[config.mk]
export PLATFORM = sky130hd
export DESIGN_NAME = rc_pulse_to_motor_servo_drive_unit
export DESIGN_NICKNAME = d
export VERILOG_FILES = /design/src/rtl/core/rcpd_pkg.sv /design/src/rtl/core/rcpd_front.sv /design/src/rtl/core/rcpd_mid.sv /design/src/rtl/core/rcpd_back.sv /design/src/rtl/core/rc_pulse_to_motor_servo_drive_unit.sv
export SDC_FILE = /design/constraint.sdc
export NUM_CORES = 2
export LEC_CHECK = 0
export ABC_AREA = 1
export BUFFER_PORTS_ARGS = -buffer_cell sky130_fd_sc_hd__buf_2
export CELL_PAD_IN_SITES_DETAIL_PLACEMENT = 2
export CELL_PAD_IN_SITES_GLOBAL_PLACEMENT = 2
export CORE_MARGIN = 8
export CORE_UTILIZATION = 36
export DETAILED_ROUTE_END_ITERATION = 10
export GPL_TIMING_DRIVEN = 0
export PLACE_DENSITY = 0.86
export RECOVER_POWER = 25
export SLEW_MARGIN = 20
export SYNTH_ARGS = -nofsm -noshare
export SYNTH_HDL_FRONTEND = slang
export SYNTH_HIERARCHICAL = 1
export SYNTH_SLANG_ARGS = --single-unit
[constraint.sdc]
create_clock -name clk -period 6.51 [get_ports clk]
set_input_delay 0.3255 -clock clk [delete_from_list [all_inputs] [get_ports clk]]
set_output_delay 0.3255 -clock clk [all_outputs]
set_load 0.01 [all_outputs]
[src/rtl/core/rcpd_pkg.sv]
// Shared types and constants for the RC pulse to motor and servo drive unit.
// Holds the stage structs, the fixed pulse and angle limits and the reciprocal
// constants used by the duty and angle maps. No dependencies.
package rcpd_pkg;

  localparam int PULSE_W = 12;
  localparam int BATT_W  = 10;
  localparam int SUM_W   = 16;
  localparam int CNT_W   = 4;
  localparam int CFG_IDX_W  = 3;
  localparam int CFG_DATA_W = 10;

  // Pulse map limits in microseconds.
  localparam logic [PULSE_W-1:0] THR_NEUTRAL = 12'd1470;
  localparam logic [PULSE_W-1:0] THR_MIN     = 12'd975;
  localparam logic [PULSE_W-1:0] THR_MAX     = 12'd1967;
  localparam logic [PULSE_W-1:0] STR_NEUTRAL = 12'd1410;
  localparam logic [PULSE_W-1:0] STR_MIN     = 12'd1000;
  localparam logic [PULSE_W-1:0] STR_MAX     = 12'd1946;

  localparam logic [7:0] ANGLE_MAX    = 8'd140;
  localparam logic [7:0] ANGLE_MIN    = 8'd40;
  localparam logic [7:0] ANGLE_CENTER = 8'd90;
  localparam logic [7:0] ANGLE_SPAN   = 8'd100;

  localparam logic [7:0] CAP_CRIT = 8'd0;
  localparam logic [7:0] CAP_WARN = 8'd200;
  localparam logic [7:0] CAP_LOW  = 8'd50;
  localparam logic [7:0] CAP_FULL = 8'd255;

  localparam logic [CNT_W-1:0] SEND_LIMIT = 4'd10;

  localparam logic [1:0] LED_OFF    = 2'd0;
  localparam logic [1:0] LED_STEADY = 2'd1;
  localparam logic [1:0] LED_BLINK  = 2'd2;

  // Configuration register indexes.
  localparam logic [CFG_IDX_W-1:0] CFG_INVERT_MOTOR = 3'd0;
  localparam logic [CFG_IDX_W-1:0] CFG_THR_DEADBAND = 3'd1;
  localparam logic [CFG_IDX_W-1:0] CFG_STR_DEADBAND = 3'd2;
  localparam logic [CFG_IDX_W-1:0] CFG_BATT_WARN    = 3'd3;
  localparam logic [CFG_IDX_W-1:0] CFG_BATT_LOW     = 3'd4;
  localparam logic [CFG_IDX_W-1:0] CFG_BATT_CRIT    = 3'd5;

  localparam logic [BATT_W-1:0] BATT_WARN_RST = 10'd737;
  localparam logic [BATT_W-1:0] BATT_LOW_RST  = 10'd696;
  localparam logic [BATT_W-1:0] BATT_CRIT_RST = 10'd655;
  localparam logic [7:0]        DEADBAND_RST  = 8'd30;

  // Constant divisions are done as multiply by a rounded-up reciprocal with the
  // scale factor folded in. The shift is wide enough to be exact for every
  // dividend the maps can produce (below 2^20 for throttle, 2^19 for steering).
  localparam int RECIP_SHIFT = 29;
  localparam int THR_K_W = 29;
  localparam int STR_K_W = 26;

  localparam longint REV_DIV = longint'(THR_NEUTRAL - THR_MIN);
  localparam longint FWD_DIV = longint'(THR_MAX - THR_NEUTRAL);
  localparam longint STR_DIV = longint'(STR_MAX - STR_MIN);

  localparam logic [THR_K_W-1:0] REV_K =
    THR_K_W'((((64'd1 << RECIP_SHIFT) + REV_DIV - 1) / REV_DIV) * longint'(CAP_FULL));
  localparam logic [THR_K_W-1:0] FWD_K =
    THR_K_W'((((64'd1 << RECIP_SHIFT) + FWD_DIV - 1) / FWD_DIV) * longint'(CAP_FULL));
  localparam logic [STR_K_W-1:0] STR_K =
    STR_K_W'((((64'd1 << RECIP_SHIFT) + STR_DIV - 1) / STR_DIV) * longint'(ANGLE_SPAN));

  typedef struct packed {
    logic              invert_motor;
    logic [7:0]        throttle_deadband;
    logic [7:0]        steering_deadband;
    logic [BATT_W-1:0] battery_warn_raw;
    logic [BATT_W-1:0] battery_low_raw;
    logic [BATT_W-1:0] battery_critical_raw;
  } cfg_t;

  // Front stage result: updated ring sum plus the fields carried along.
  typedef struct packed {
    logic [SUM_W-1:0]   sum;
    logic               thr_nz;
    logic [PULSE_W-1:0] str;
    logic [7:0]         cap_prev;
    logic [1:0]         led;
  } front_t;

  // Middle stage result: throttle class and offset, final steering angle.
  typedef struct packed {
    logic               motor_active;
    logic               rev_sel;
    logic               below_min;
    logic [PULSE_W-1:0] diff;
    logic [7:0]         cap_prev;
    logic               steer_active;
    logic [7:0]         angle;
    logic [1:0]         led;
  } mid_t;

  typedef struct packed {
    logic       motor_update;
    logic       motor_enable;
    logic [7:0] pin_a_duty;
    logic [7:0] pin_b_duty;
    logic       steer_update;
    logic [7:0] steer_angle;
    logic [1:0] led_mode;
  } result_t;

endpackage

[src/rtl/core/rcpd_front.sv]
// Front stage: throttle sample ring with running sum, battery store and level.
// Depends on rcpd_pkg.
module rcpd_front import rcpd_pkg::*; #(
  parameter int SAMPLE_COUNT = 10
) (
  input  logic               clk,
  input  logic               rst_n,
  input  cfg_t               cfg,
  input  logic               accept,
  input  logic               load,
  input  logic [PULSE_W-1:0] throttle_pulse_us,
  input  logic [PULSE_W-1:0] steering_pulse_us,
  input  logic [BATT_W-1:0]  battery_raw,
  input  logic               battery_valid,
  output front_t             front_r
);

  localparam int PTR_W = (SAMPLE_COUNT > 1) ? $clog2(SAMPLE_COUNT) : 1;
  localparam logic [PTR_W-1:0] PTR_LAST = PTR_W'(SAMPLE_COUNT - 1);

  logic [PULSE_W-1:0] ring_r [SAMPLE_COUNT];
  logic [PTR_W-1:0]   pos_r, pos_nxt;
  logic [SUM_W-1:0]   sum_r, sum_nxt;
  logic [BATT_W-1:0]  batt_r, batt_nxt;
  logic [7:0]         cap_r, cap_nxt;
  logic [1:0]         led_nxt;
  front_t             front_nxt;

  always_comb begin
    sum_nxt  = sum_r - SUM_W'(ring_r[pos_r]) + SUM_W'(throttle_pulse_us);
    pos_nxt  = (pos_r == PTR_LAST) ? '0 : pos_r + 1'b1;
    batt_nxt = battery_valid ? battery_raw : batt_r;
    // Critical is tested first so that a misordered threshold set still caps hard.
    if (batt_nxt < cfg.battery_critical_raw) begin
      cap_nxt = CAP_CRIT;
      led_nxt = LED_BLINK;
    end else if (batt_nxt < cfg.battery_low_raw) begin
      cap_nxt = CAP_LOW;
      led_nxt = LED_BLINK;
    end else if (batt_nxt < cfg.battery_warn_raw) begin
      cap_nxt = CAP_WARN;
      led_nxt = LED_STEADY;
    end else begin
      cap_nxt = CAP_FULL;
      led_nxt = LED_OFF;
    end
    front_nxt.sum      = sum_nxt;
    front_nxt.thr_nz   = (throttle_pulse_us != '0);
    front_nxt.str      = steering_pulse_us;
    front_nxt.cap_prev = cap_r;
    front_nxt.led      = led_nxt;
  end

  always_ff @(posedge clk) begin
    if (!rst_n) begin
      for (int i = 0; i < SAMPLE_COUNT; i++) begin
        ring_r[i] <= '0;
      end
      pos_r  <= '0;
      sum_r  <= '0;
      batt_r <= '0;
      cap_r  <= CAP_FULL;
    end else if (accept) begin
      ring_r[pos_r] <= throttle_pulse_us;
      pos_r  <= pos_nxt;
      sum_r  <= sum_nxt;
      batt_r <= batt_nxt;
      cap_r  <= cap_nxt;
    end
  end

  always_ff @(posedge clk) begin
    if (load) begin
      front_r <= front_nxt;
    end
  end

endmodule

[src/rtl/core/rcpd_mid.sv]
// Middle stage: ring average by reciprocal multiply, throttle classification
// and the steering deadband and angle map. Depends on rcpd_pkg.
module rcpd_mid import rcpd_pkg::*; #(
  parameter int SAMPLE_COUNT = 10
) (
  input  logic   clk,
  input  cfg_t   cfg,
  input  logic   load,
  input  front_t front_in,
  output mid_t   mid_r
);

  // Exact floor division of a 16-bit sum: ceil(2^(16+l)/N) with l = ceil(log2 N).
  localparam int AVG_SHIFT = SUM_W + $clog2(SAMPLE_COUNT);
  localparam int AVG_MUL_W = SUM_W + 1;
  localparam int AVG_PROD_W = SUM_W + AVG_MUL_W;
  localparam logic [AVG_MUL_W-1:0] AVG_MUL = AVG_MUL_W'(
    ((64'd1 << AVG_SHIFT) + longint'(SAMPLE_COUNT) - 64'd1) / longint'(SAMPLE_COUNT));
  localparam int STR_PROD_W = PULSE_W + STR_K_W;

  logic [AVG_PROD_W-1:0] avg_prod;
  logic [PULSE_W-1:0]    avg;
  logic [PULSE_W-1:0]    thr_lo, thr_hi, str_lo, str_hi, str_off;
  logic                  rev_sel, fwd_sel, centered;
  logic [STR_PROD_W-1:0] str_prod;
  logic [8:0]            str_q;
  logic [9:0]            angle_raw;
  mid_t                  mid_nxt;

  always_comb begin
    avg_prod = AVG_PROD_W'(front_in.sum) * AVG_PROD_W'(AVG_MUL);
    avg      = avg_prod[AVG_SHIFT +: PULSE_W];
    thr_lo   = THR_NEUTRAL - PULSE_W'(cfg.throttle_deadband);
    thr_hi   = THR_NEUTRAL + PULSE_W'(cfg.throttle_deadband);
    rev_sel  = (avg < thr_lo);
    fwd_sel  = (avg > thr_hi);

    str_lo    = STR_NEUTRAL - PULSE_W'(cfg.steering_deadband);
    str_hi    = STR_NEUTRAL + PULSE_W'(cfg.steering_deadband);
    centered  = (front_in.str < str_hi) && (front_in.str > str_lo);
    str_off   = front_in.str - STR_MIN;
    str_prod  = STR_PROD_W'(str_off) * STR_PROD_W'(STR_K);
    str_q     = str_prod[RECIP_SHIFT +: 9];
    angle_raw = 10'(str_q) + 10'(ANGLE_MIN);

    mid_nxt.motor_active = front_in.thr_nz && (rev_sel || fwd_sel);
    mid_nxt.rev_sel      = rev_sel;
    mid_nxt.below_min    = (avg < THR_MIN);
    mid_nxt.diff         = rev_sel ? (avg - THR_MIN) : (avg - THR_NEUTRAL);
    mid_nxt.cap_prev     = front_in.cap_prev;
    mid_nxt.steer_active = !centered;
    mid_nxt.led          = front_in.led;
    if (centered) begin
      mid_nxt.angle = ANGLE_CENTER;
    end else if (front_in.str < STR_MIN) begin
      mid_nxt.angle = ANGLE_MIN;
    end else if (angle_raw > 10'(ANGLE_MAX)) begin
      mid_nxt.angle = ANGLE_MAX;
    end else begin
      mid_nxt.angle = angle_raw[7:0];
    end
  end

  always_ff @(posedge clk) begin
    if (load) begin
      mid_r <= mid_nxt;
    end
  end

endmodule

[src/rtl/core/rcpd_back.sv]
// Back stage: duty map, battery cap, bridge pin routing and update counters,
// ending in the result register. Depends on rcpd_pkg.
module rcpd_back import rcpd_pkg::*; (
  input  logic    clk,
  input  logic    rst_n,
  input  cfg_t    cfg,
  input  logic    load,
  input  logic    advance,
  input  mid_t    mid_in,
  output result_t result_r
);

  localparam int DUTY_PROD_W = PULSE_W + THR_K_W;

  logic [THR_K_W-1:0]     duty_k;
  logic [DUTY_PROD_W-1:0] duty_prod;
  logic [PULSE_W-1:0]     duty_q;
  logic [7:0]             rev_duty, fwd_duty, duty, capped;
  logic [7:0]             pin_a, pin_b;
  logic [CNT_W-1:0]       mcnt_r, mcnt_nxt, mcnt_eff;
  logic [CNT_W-1:0]       scnt_r, scnt_nxt, scnt_eff;
  logic                   mupd, supd;
  result_t                result_nxt;

  always_comb begin
    // Only one direction is ever live, so one multiplier serves both maps.
    duty_k    = mid_in.rev_sel ? REV_K : FWD_K;
    duty_prod = DUTY_PROD_W'(mid_in.diff) * DUTY_PROD_W'(duty_k);
    duty_q    = duty_prod[RECIP_SHIFT +: PULSE_W];
    rev_duty  = mid_in.below_min ? CAP_FULL : 8'(PULSE_W'(CAP_FULL) - duty_q);
    fwd_duty  = (duty_q > PULSE_W'(CAP_FULL)) ? CAP_FULL : duty_q[7:0];
    duty      = mid_in.rev_sel ? rev_duty : fwd_duty;
    capped    = (duty < mid_in.cap_prev) ? duty : mid_in.cap_prev;

    pin_a = '0;
    pin_b = '0;
    if (mid_in.motor_active) begin
      if (mid_in.rev_sel ^ cfg.invert_motor) begin
        pin_b = capped;
      end else begin
        pin_a = capped;
      end
    end

    mcnt_eff = mid_in.motor_active ? '0 : mcnt_r;
    mupd     = (mcnt_eff < SEND_LIMIT);
    mcnt_nxt = mupd ? mcnt_eff + 1'b1 : mcnt_eff;
    scnt_eff = mid_in.steer_active ? '0 : scnt_r;
    supd     = (scnt_eff < SEND_LIMIT);
    scnt_nxt = supd ? scnt_eff + 1'b1 : scnt_eff;

    result_nxt.motor_update = mupd;
    result_nxt.motor_enable = mupd && mid_in.motor_active;
    result_nxt.pin_a_duty   = mupd ? pin_a : '0;
    result_nxt.pin_b_duty   = mupd ? pin_b : '0;
    result_nxt.steer_update = supd;
    result_nxt.steer_angle  = supd ? mid_in.angle : ANGLE_CENTER;
    result_nxt.led_mode     = mid_in.led;
  end

  always_ff @(posedge clk) begin
    if (!rst_n) begin
      mcnt_r <= '0;
      scnt_r <= '0;
    end else if (advance) begin
      mcnt_r <= mcnt_nxt;
      scnt_r <= scnt_nxt;
    end
  end

  always_ff @(posedge clk) begin
    if (load) begin
      result_r <= result_nxt;
    end
  end

endmodule

[src/rtl/core/rc_pulse_to_motor_servo_drive_unit.sv]
// RC pulse to motor and servo drive, top level.
// Built from rcpd_front, rcpd_mid and rcpd_back; depends on rcpd_pkg.
//
// The in_ channel carries one measured throttle and steering pulse pair per
// item, with an optional fresh battery reading flagged in in_tuser. The out_
// channel returns exactly one result item per input item, in order: update
// flags in out_tuser, bridge enable, pin duties, servo angle and LED mode in
// out_tdata. The user writes registers via cfg_we/cfg_index/cfg_wdata only
// while the block is idle, not enforced; indexes past the last one are ignored.
//
// Each item passes three register stages from acceptance to out_tvalid: the
// ring update, the averaging multiply and the duty multiply each end in one. One
// item is accepted per cycle while in_tready is high. The battery cap applied
// to an item is the one left by the item before it.
//
// Synchronous reset clears the sample ring, sum, stored battery, update counters
// and stage valid bits and loads the register defaults; no clearing pass runs.
// When out_tready is low the result stays put and the stages behind it fill;
// in_tready drops once all three stages hold an item.
module rc_pulse_to_motor_servo_drive_unit import rcpd_pkg::*; #(
  parameter int SAMPLE_COUNT = 10
) (
  input  logic                  clk,
  input  logic                  rst_n,
  input  logic                  in_tvalid,
  output logic                  in_tready,
  // [11:0] throttle_pulse_us, [23:12] steering_pulse_us, [33:24] battery_raw
  input  logic [39:0]           in_tdata,
  // [0] battery_valid
  input  logic [0:0]            in_tuser,
  output logic                  out_tvalid,
  input  logic                  out_tready,
  // [0] motor_enable, [8:1] pin_a_duty, [16:9] pin_b_duty,
  // [24:17] steer_angle, [26:25] led_mode
  output logic [31:0]           out_tdata,
  // [0] motor_update, [1] steer_update
  output logic [1:0]            out_tuser,
  input  logic                  cfg_we,
  input  logic [CFG_IDX_W-1:0]  cfg_index,
  input  logic [CFG_DATA_W-1:0] cfg_wdata
);

  cfg_t    cfg_r;
  logic    v1_r, v2_r, vout_r;
  logic    rdy1, rdy2, rdy_out, accept;
  front_t  front_q;
  mid_t    mid_q;
  result_t result_q;

  always_ff @(posedge clk) begin
    if (!rst_n) begin
      cfg_r.invert_motor         <= 1'b1;
      cfg_r.throttle_deadband    <= DEADBAND_RST;
      cfg_r.steering_deadband    <= DEADBAND_RST;
      cfg_r.battery_warn_raw     <= BATT_WARN_RST;
      cfg_r.battery_low_raw      <= BATT_LOW_RST;
      cfg_r.battery_critical_raw <= BATT_CRIT_RST;
    end else if (cfg_we) begin
      unique case (cfg_index)
        CFG_INVERT_MOTOR: cfg_r.invert_motor         <= cfg_wdata[0];
        CFG_THR_DEADBAND: cfg_r.throttle_deadband    <= cfg_wdata[7:0];
        CFG_STR_DEADBAND: cfg_r.steering_deadband    <= cfg_wdata[7:0];
        CFG_BATT_WARN:    cfg_r.battery_warn_raw     <= cfg_wdata;
        CFG_BATT_LOW:     cfg_r.battery_low_raw      <= cfg_wdata;
        CFG_BATT_CRIT:    cfg_r.battery_critical_raw <= cfg_wdata;
        default: ;
      endcase
    end
  end

  // Each stage loads when it is empty or the stage ahead of it moves on.
  assign rdy_out   = !vout_r || out_tready;
  assign rdy2      = !v2_r || rdy_out;
  assign rdy1      = !v1_r || rdy2;
  assign in_tready = rdy1;
  assign accept    = in_tvalid && rdy1;

  always_ff @(posedge clk) begin
    if (!rst_n) begin
      v1_r   <= 1'b0;
      v2_r   <= 1'b0;
      vout_r <= 1'b0;
    end else begin
      if (rdy1) begin
        v1_r <= in_tvalid;
      end
      if (rdy2) begin
        v2_r <= v1_r;
      end
      if (rdy_out) begin
        vout_r <= v2_r;
      end
    end
  end

  rcpd_front #(
    .SAMPLE_COUNT (SAMPLE_COUNT)
  ) u_front (
    .clk               (clk),
    .rst_n             (rst_n),
    .cfg               (cfg_r),
    .accept            (accept),
    .load              (rdy1),
    .throttle_pulse_us (in_tdata[11:0]),
    .steering_pulse_us (in_tdata[23:12]),
    .battery_raw       (in_tdata[33:24]),
    .battery_valid     (in_tuser[0]),
    .front_r           (front_q)
  );

  rcpd_mid #(
    .SAMPLE_COUNT (SAMPLE_COUNT)
  ) u_mid (
    .clk      (clk),
    .cfg      (cfg_r),
    .load     (rdy2),
    .front_in (front_q),
    .mid_r    (mid_q)
  );

  rcpd_back u_back (
    .clk      (clk),
    .rst_n    (rst_n),
    .cfg      (cfg_r),
    .load     (rdy_out),
    .advance  (rdy_out && v2_r),
    .mid_in   (mid_q),
    .result_r (result_q)
  );

  assign out_tvalid = vout_r;
  assign out_tdata  = {5'b0, result_q.led_mode, result_q.steer_angle,
                       result_q.pin_b_duty, result_q.pin_a_duty, result_q.motor_enable};
  assign out_tuser  = {result_q.steer_update, result_q.motor_update};

endmodule

After elaboration in Yosys (flattened, before gate mapping)
Memory sizes are Yosys's and may differ from the RTL's. A register that Yosys moved wholly into a read port is not among the register bits.
Index checks and enable logic that the tools add are counted.
- bits in registers: 198
- input port bits: 59
- word-level logic and storage cells: 132
- memories: 1
- memory bits (writable): 120
- memory list (memory ; words ; width ; read ports ; clocked after memory_dff ; wr ports ; line ; source):
    u_front.ring_r ; 10 ; 12 ; 1 ; 1 ; 10 ; rcpd_front.sv:21 ; logic [PULSE_W-1:0] ring_r [SAMPLE_COUNT];
- reduce and logical (&&, ||, !) cells: 27
- bitwise logic cells: 3
- magnitude comparators: 14
- add/subtract/negate cells: 14
- $mul: 3
- muxes and demuxes: 27
- equality and inequality tests: 6
- operators by type and width (cell ; count):
    $mux 8 ; 7
    $mul 12x29->41 ; 1
    $mul 12x24->36 const B ; 1
    $mux 4 ; 8
    $mul 16x16->31 const B ; 1
    $lt 10x10->1 ; 3
    $add 11x8->12 const A ; 2
    $gt 12x12->1 ; 2
    $lt 12x10->1 const B ; 2
    $lt 12x12->1 ; 2
    $mux 12 ; 2
    $sub 11x8->12 const A ; 2
    $sub 12x10->12 const B ; 2
    $mux 21 ; 1
    $add 16x12->16 ; 1
    $sub 16x12->16 ; 1
    $add 4x1->4 const B ; 3
    $gt 12x8->1 const B ; 1
    $reduce_and 2->1 ; 6
    $reduce_bool 12->1 ; 1
    $reduce_or 12->1 ; 1
    $sub 12x11->12 const B ; 1
    $add 9x6->10 const B ; 1
    $gt 10x8->1 const B ; 1
    20 further kinds ; 41

Depth between registers and ports, before layout
- word-level depth: 10
- mapped depth: 42

By module
The synthesis kept the hierarchy.
- modules (own cells, without submodules) (module ; cells each ; area an instance (um2) ; sequential area each (um2) ; instances):
    rcpd_mid ; 1756 ; 13426.6 ; 1021.0 ; 1
    rcpd_front ; 1326 ; 12757.2 ; 7527.2 ; 1
    rcpd_back ; 993 ; 8136.6 ; 1031.0 ; 1
    rc_pulse_to_motor_servo_drive_unit ; 263 ; 1908.1 ; 1001.0 ; 1

Worst setup path before layout
Ideal clock, no wire load.
- path type: register to register
- from: reg u_mid/mid_r[32] in the netlist's numbering
- to: reg u_back/result_r[11] in the netlist's numbering, data pin
- library setup time: 260 ps
- data required time: 6250 ps
- arrival time: 6751 ps
- stages on the path, launching flop included: 36
- buffers on the path: 2
- slack: -501 ps
- cells stage by stage: edfxtp_1 -> clkbuf_1 -> buf_1 -> nand2_1 -> fa_1 -> inv_1 -> fa_1 -> fa_1 -> fa_1 -> inv_1 -> fa_1 -> inv_1 -> ha_1 -> nand2_2 -> nor2_2 -> inv_1 -> nor3_2 -> nand2_1 -> nand2_2 -> nand2_1 -> nand2_1 -> nand2_1 -> nand2_1 -> nand3_1 -> and3b_1 -> nand2_1 -> nand2_1 -> o21a_1 -> inv_1 -> ha_1 -> nand2_1 -> nor2_1 -> a211oi_2 -> nand3_1 -> nand2_1 -> nor2_1
- word-level cells in the longest chain between the ends: 7
- elaborated cells between the ends (all ways): 11
- those cells by class: add/sub: 1; mul: 1; order compare: 2; mux: 5; bitwise: 1; reduce/logical: 1
- ends and longest elaborated chain (item ; line ; source):
    from (decl) ; rcpd_mid.sv:10 ; output mid_t mid_r
    from (signal assigned) ; rcpd_mid.sv:66 ; mid_r <= mid_nxt;
    $mux 21 ; rcpd_back.sv:27 ; duty_k = mid_in.rev_sel ? REV_K : FWD_K;
    $mul 12x29->41 ; rcpd_back.sv:28 ; duty_prod = DUTY_PROD_W'(mid_in.diff) * DUTY_PROD_W'(duty_k);
    $gt 12x8->1 or $sub 8x8->8 (tied branches) ; rcpd_back.sv:31, rcpd_back.sv:30 ;
    $mux 8 (on tied branches) ; rcpd_back.sv:31, rcpd_back.sv:30 ;
    $mux 8 ; rcpd_back.sv:32 ; duty = mid_in.rev_sel ? rev_duty : fwd_duty;
    $lt 8x8->1 ; rcpd_back.sv:33 ; capped = (duty < mid_in.cap_prev) ? duty : mid_in.cap_prev;
    $mux 8 ; rcpd_back.sv:33 ;
    to (signal assigned) ; rcpd_back.sv:73 ; result_r <= result_nxt;
    to (decl) ; rcpd_back.sv:10 ; output result_t result_r
Several ways; a longest one is shown, not always the timed one.
A chain may end at the register's enable or synchronous reset.

Worst setup path after layout
- from: reg u_front/front_r[14] in the netlist's numbering
- to: reg u_mid/mid_r[4] in the netlist's numbering, data pin
- word-level cells in the longest chain between the ends: 5
- elaborated cells between the ends (all ways): 10
- those cells by class: add/sub: 2; mul: 1; order compare: 4; mux: 1; reduce/logical: 2
- ends and longest elaborated chain (item ; line ; source):
    from (decl) ; rcpd_front.sv:15 ; output front_t front_r
    from (signal assigned) ; rcpd_front.sv:74 ; front_r <= front_nxt;
    $sub 12x10->12 ; rcpd_mid.sv:41 ; str_off = front_in.str - STR_MIN;
    $mul 12x24->36 ; rcpd_mid.sv:42 ; str_prod = STR_PROD_W'(str_off) * STR_PROD_W'(STR_K);
    $add 9x6->10 ; rcpd_mid.sv:44 ; angle_raw = 10'(str_q) + 10'(ANGLE_MIN);
    $gt 10x8->1 ; rcpd_mid.sv:57 ; end else if (angle_raw > 10'(ANGLE_MAX)) begin
    $mux 8 ; rcpd_mid.sv:57 ;
Several ways; a longest one is shown, not always the timed one.

==> run metrics <==
status finished with violations; failing checks max-capacitance violations, max-slew violations, negative setup slack; routability congestion estimate 0.9034; routing usage on met2 59.26%; R2R Path End u_mid/mid_r[4]; Max Clk Rate 121.4 MHz; top post-synthesis cells by area edfxtp_1 24%, fa_1 17%, ha_1 15%; final setup vio count 39; R2R Setup Slk -1730 ps; GR Util All Layers 34.65%; WL final 239.3 mm; max-cap violations 2; yosys warns 6; final setup margin -1725 ps; share of layout cells above drive strength 1 21.93%; clock-pin slew on the worst setup and hold paths 70 ps; Hold/Removal Path Class in -> reg; Port Buf Inserts 82; DR pass1 iterations 6; fin. max-slew vios 56; skew final 65.24 ps; CTS buffer count 46; clock buffer depth 3; Yosys top cell by area edfxtp_1; DP Wirelength 117.6 mm; Post-Layout Cell Count 6075; vias in the first global route 41270; most used flip-flop cell after synthesis edfxtp_1; first-pass GRT wire length 286.6 mm; filler instances 10790; Slew headroom -85.77%; share of the synthesized area in the top cell type 23.95%; startpoint types flip-flop; dpl cells 5734; chip height 333.2 um; total number of vias 38510; register area share after synthesis 29.20%; post-layout min period 8235 ps; IO Count 95; gr ovfl total 0; Initial DRC Count 4062; post-route core utilization 45.44%; Chip Width 333.2 um; Die ar. 111000 um^2; end point of the critical path u_mid/mid_r[4]; CP dominant cell by count inv_1; antenna-violating nets left 0; post-synthesis cell count 4338; Yosys cell types 59; crit path from u_front/front_r[14]; core area 100000 um^2; Crit. End Element flip-flop; Max FO, Critical Path 6; Final Cycle Share 126.5%; Clock Latency Late Sink 690 ps; met1 Usage GRT 36.42%; Worst-Margin Slew 2779 ps; cell row count 116; # clock sinks 384; syn avg cell area 8.351 um^2; Post-route DRC 0; drt via density 6.339; reg-to-reg startpoint u_front/front_r[14]; area growth from synthesis to layout 25.44%; RSZ-0062 raised after global routing true; register bit count reported by yosys 384; largest net degree at the start of global routing 36; CP arrival 8660 ps; Crit-path slowest cell fa_1; clock root cell clkbuf_16; initial antenna violation count 26; htree depth 2; Largest stage delay, worst path 850 ps; synthesized area 36230 um^2; Nets 5529; WHS 90.37 ps; busiest grt layer met2; Data required, critical path 6930 ps; DR WL/cell 39.39 um; Setup CP Type reg -> reg; initial core utilization 36.23%; met3 Use GR 8.014%; ys async rst share 0%; endpoints failing hold 0; Post-synth EDFFs 289; Worst R2R Path Depth 33; CTS tree done
-- synthesized netlist by cell type (all sizes together) (9+ instances only) --
| cell | n |
|---|---|
| ha | 434 |
| or2 | 14 |
| buf | 43 |
| nand2 | 829 |
| o21ai | 209 |
| nor2 | 552 |
| nor3 | 26 |
| clkbuf | 48 |
| a21oi | 146 |
| xnor2 | 21 |
| o21bai | 10 |
| and2 | 9 |
| inv | 939 |
| xor2 | 46 |
| o211ai | 54 |
| a21o | 11 |
| fa | 308 |
| edfxtp | 289 |
| dfxtp | 95 |
| nand4 | 36 |
| nand3 | 165 |
-- layout by cell type, fill, tap and decap left out, types with 100 or more instances in the layout --
master    count
inv_1       846
nand2_1     642
nor2_1      461
ha_1        355
edfxtp_1    289
fa_1        258
buf_4       204
o21ai_0     177
nand3_1     129
nand2_2     116
clkbuf_1    100
-- worst min path at each step --
| stage | depth (start not counted) | endpoint | slack [ps] | start |
|---|---|---|---|---|
| CTS | 3 | cfg_r[29] | 30 | cfg_wdata[9] |
| global route | 3 | cfg_r[0] | 90 | cfg_wdata[0] |
| floorplan | 0 | u_back/result_r[0] | 400 | u_mid/mid_r[0] |
| global placement | 0 | u_mid/mid_r[0] | 410 | u_front/front_r[0] |
| detailed placement | 0 | u_back/result_r[1] | 410 | u_mid/mid_r[1] |
| finish | 3 | u_front/ring_r[8][4] | 90 | in_tdata[4] |
-- metal layers --
metal  vias to the layer above  part of all wire, %
met3                      1638                  9.6
li1                      14430                    -
met2                      3167                   45
met1                     19260                   33
met5                         -                0.048
met4                        18                   12
-- through the flow --
step | area [um^2] | setup slack, ps | setup TNS, ps
2_1_floorplan | 36420 | 7.307 | 0
6_report | 45440 | -1725 | -57860
5_1_grt | 45430 | -1708 | -61310
3_3_place_gp | 38450 | -1395 | -36700
3_5_place_dp | 38560 | -1958 | -50360
4_1_cts | 43770 | -397.9 | -6949
-- kinds of logic (layout without fill, tap and decap cells) --
family	after synthesis	after routing	synth area share, %
AOI/OAI and AO/OA	461	461	7.104
xor gates and xnor gates	67	67	1.682
adders and majority gates	742	742	32.01
buffers and inverters	1032	1449	11.06
DFF	384	384	29.20
other	3	24	0.03108
and+or+nand+nor	1649	1650	18.91
-- area by class of cell --
class | instances | area (um^2) | area share (%)
diodes | 11 | 27.53 | 0.06057
multi-input cells | 2933 | 24980 | 54.96
plain buffers | 90 | 514.2 | 1.132
flip-flops and latches | 384 | 10580 | 23.28
repair buffers | 332 | 2514 | 5.531
clock buffers | 63 | 1306 | 2.874
well taps | 1298 | 1624 | 3.574
clock inverters | 23 | 266.5 | 0.5865
inverters | 941 | 3635 | 7.998
-- critical path, delay by kind of cell, from the launching register on --
kind / cells / cell delay, ps
buf+inv: 9 / 1320
simple gates: 14 / 2010
xor+xnor: 1 / 190
fa+ha+maj: 7 / 3660
flops: 1 / 440
compound gates: 2 / 330
-- what timing repair did --
item / 4_1_cts / 5_1_grt
hold endpoints to repair: 15 / 0
buffers inserted: 149 / 80
hold buffers: 15 / 0
endpoints found under the setup margin: 38 / 39
pin swaps: 234 / 153
resized for setup: 542 / 281
gates cloned: 4 / 0
-- sequential cells by signal (all words and copies together), names as in the netlist, named ones only --
register and cells:
u_front/pos_r 4, cfg_r 47, u_front/cap_r 3, u_front/sum_r 16, out_tvalid 1, u_front/front_r 34, u_front/batt_r 10, u_back/mcnt_r 4
u_back/scnt_r 4, v1_r 1, u_front/ring_r 192, v2_r 1, u_back/result_r 29, u_mid/mid_r 34
Power is left out: the tool's default activity adds up to more than one toggle a clock period on the data nets, which glitch-free logic cannot reach.
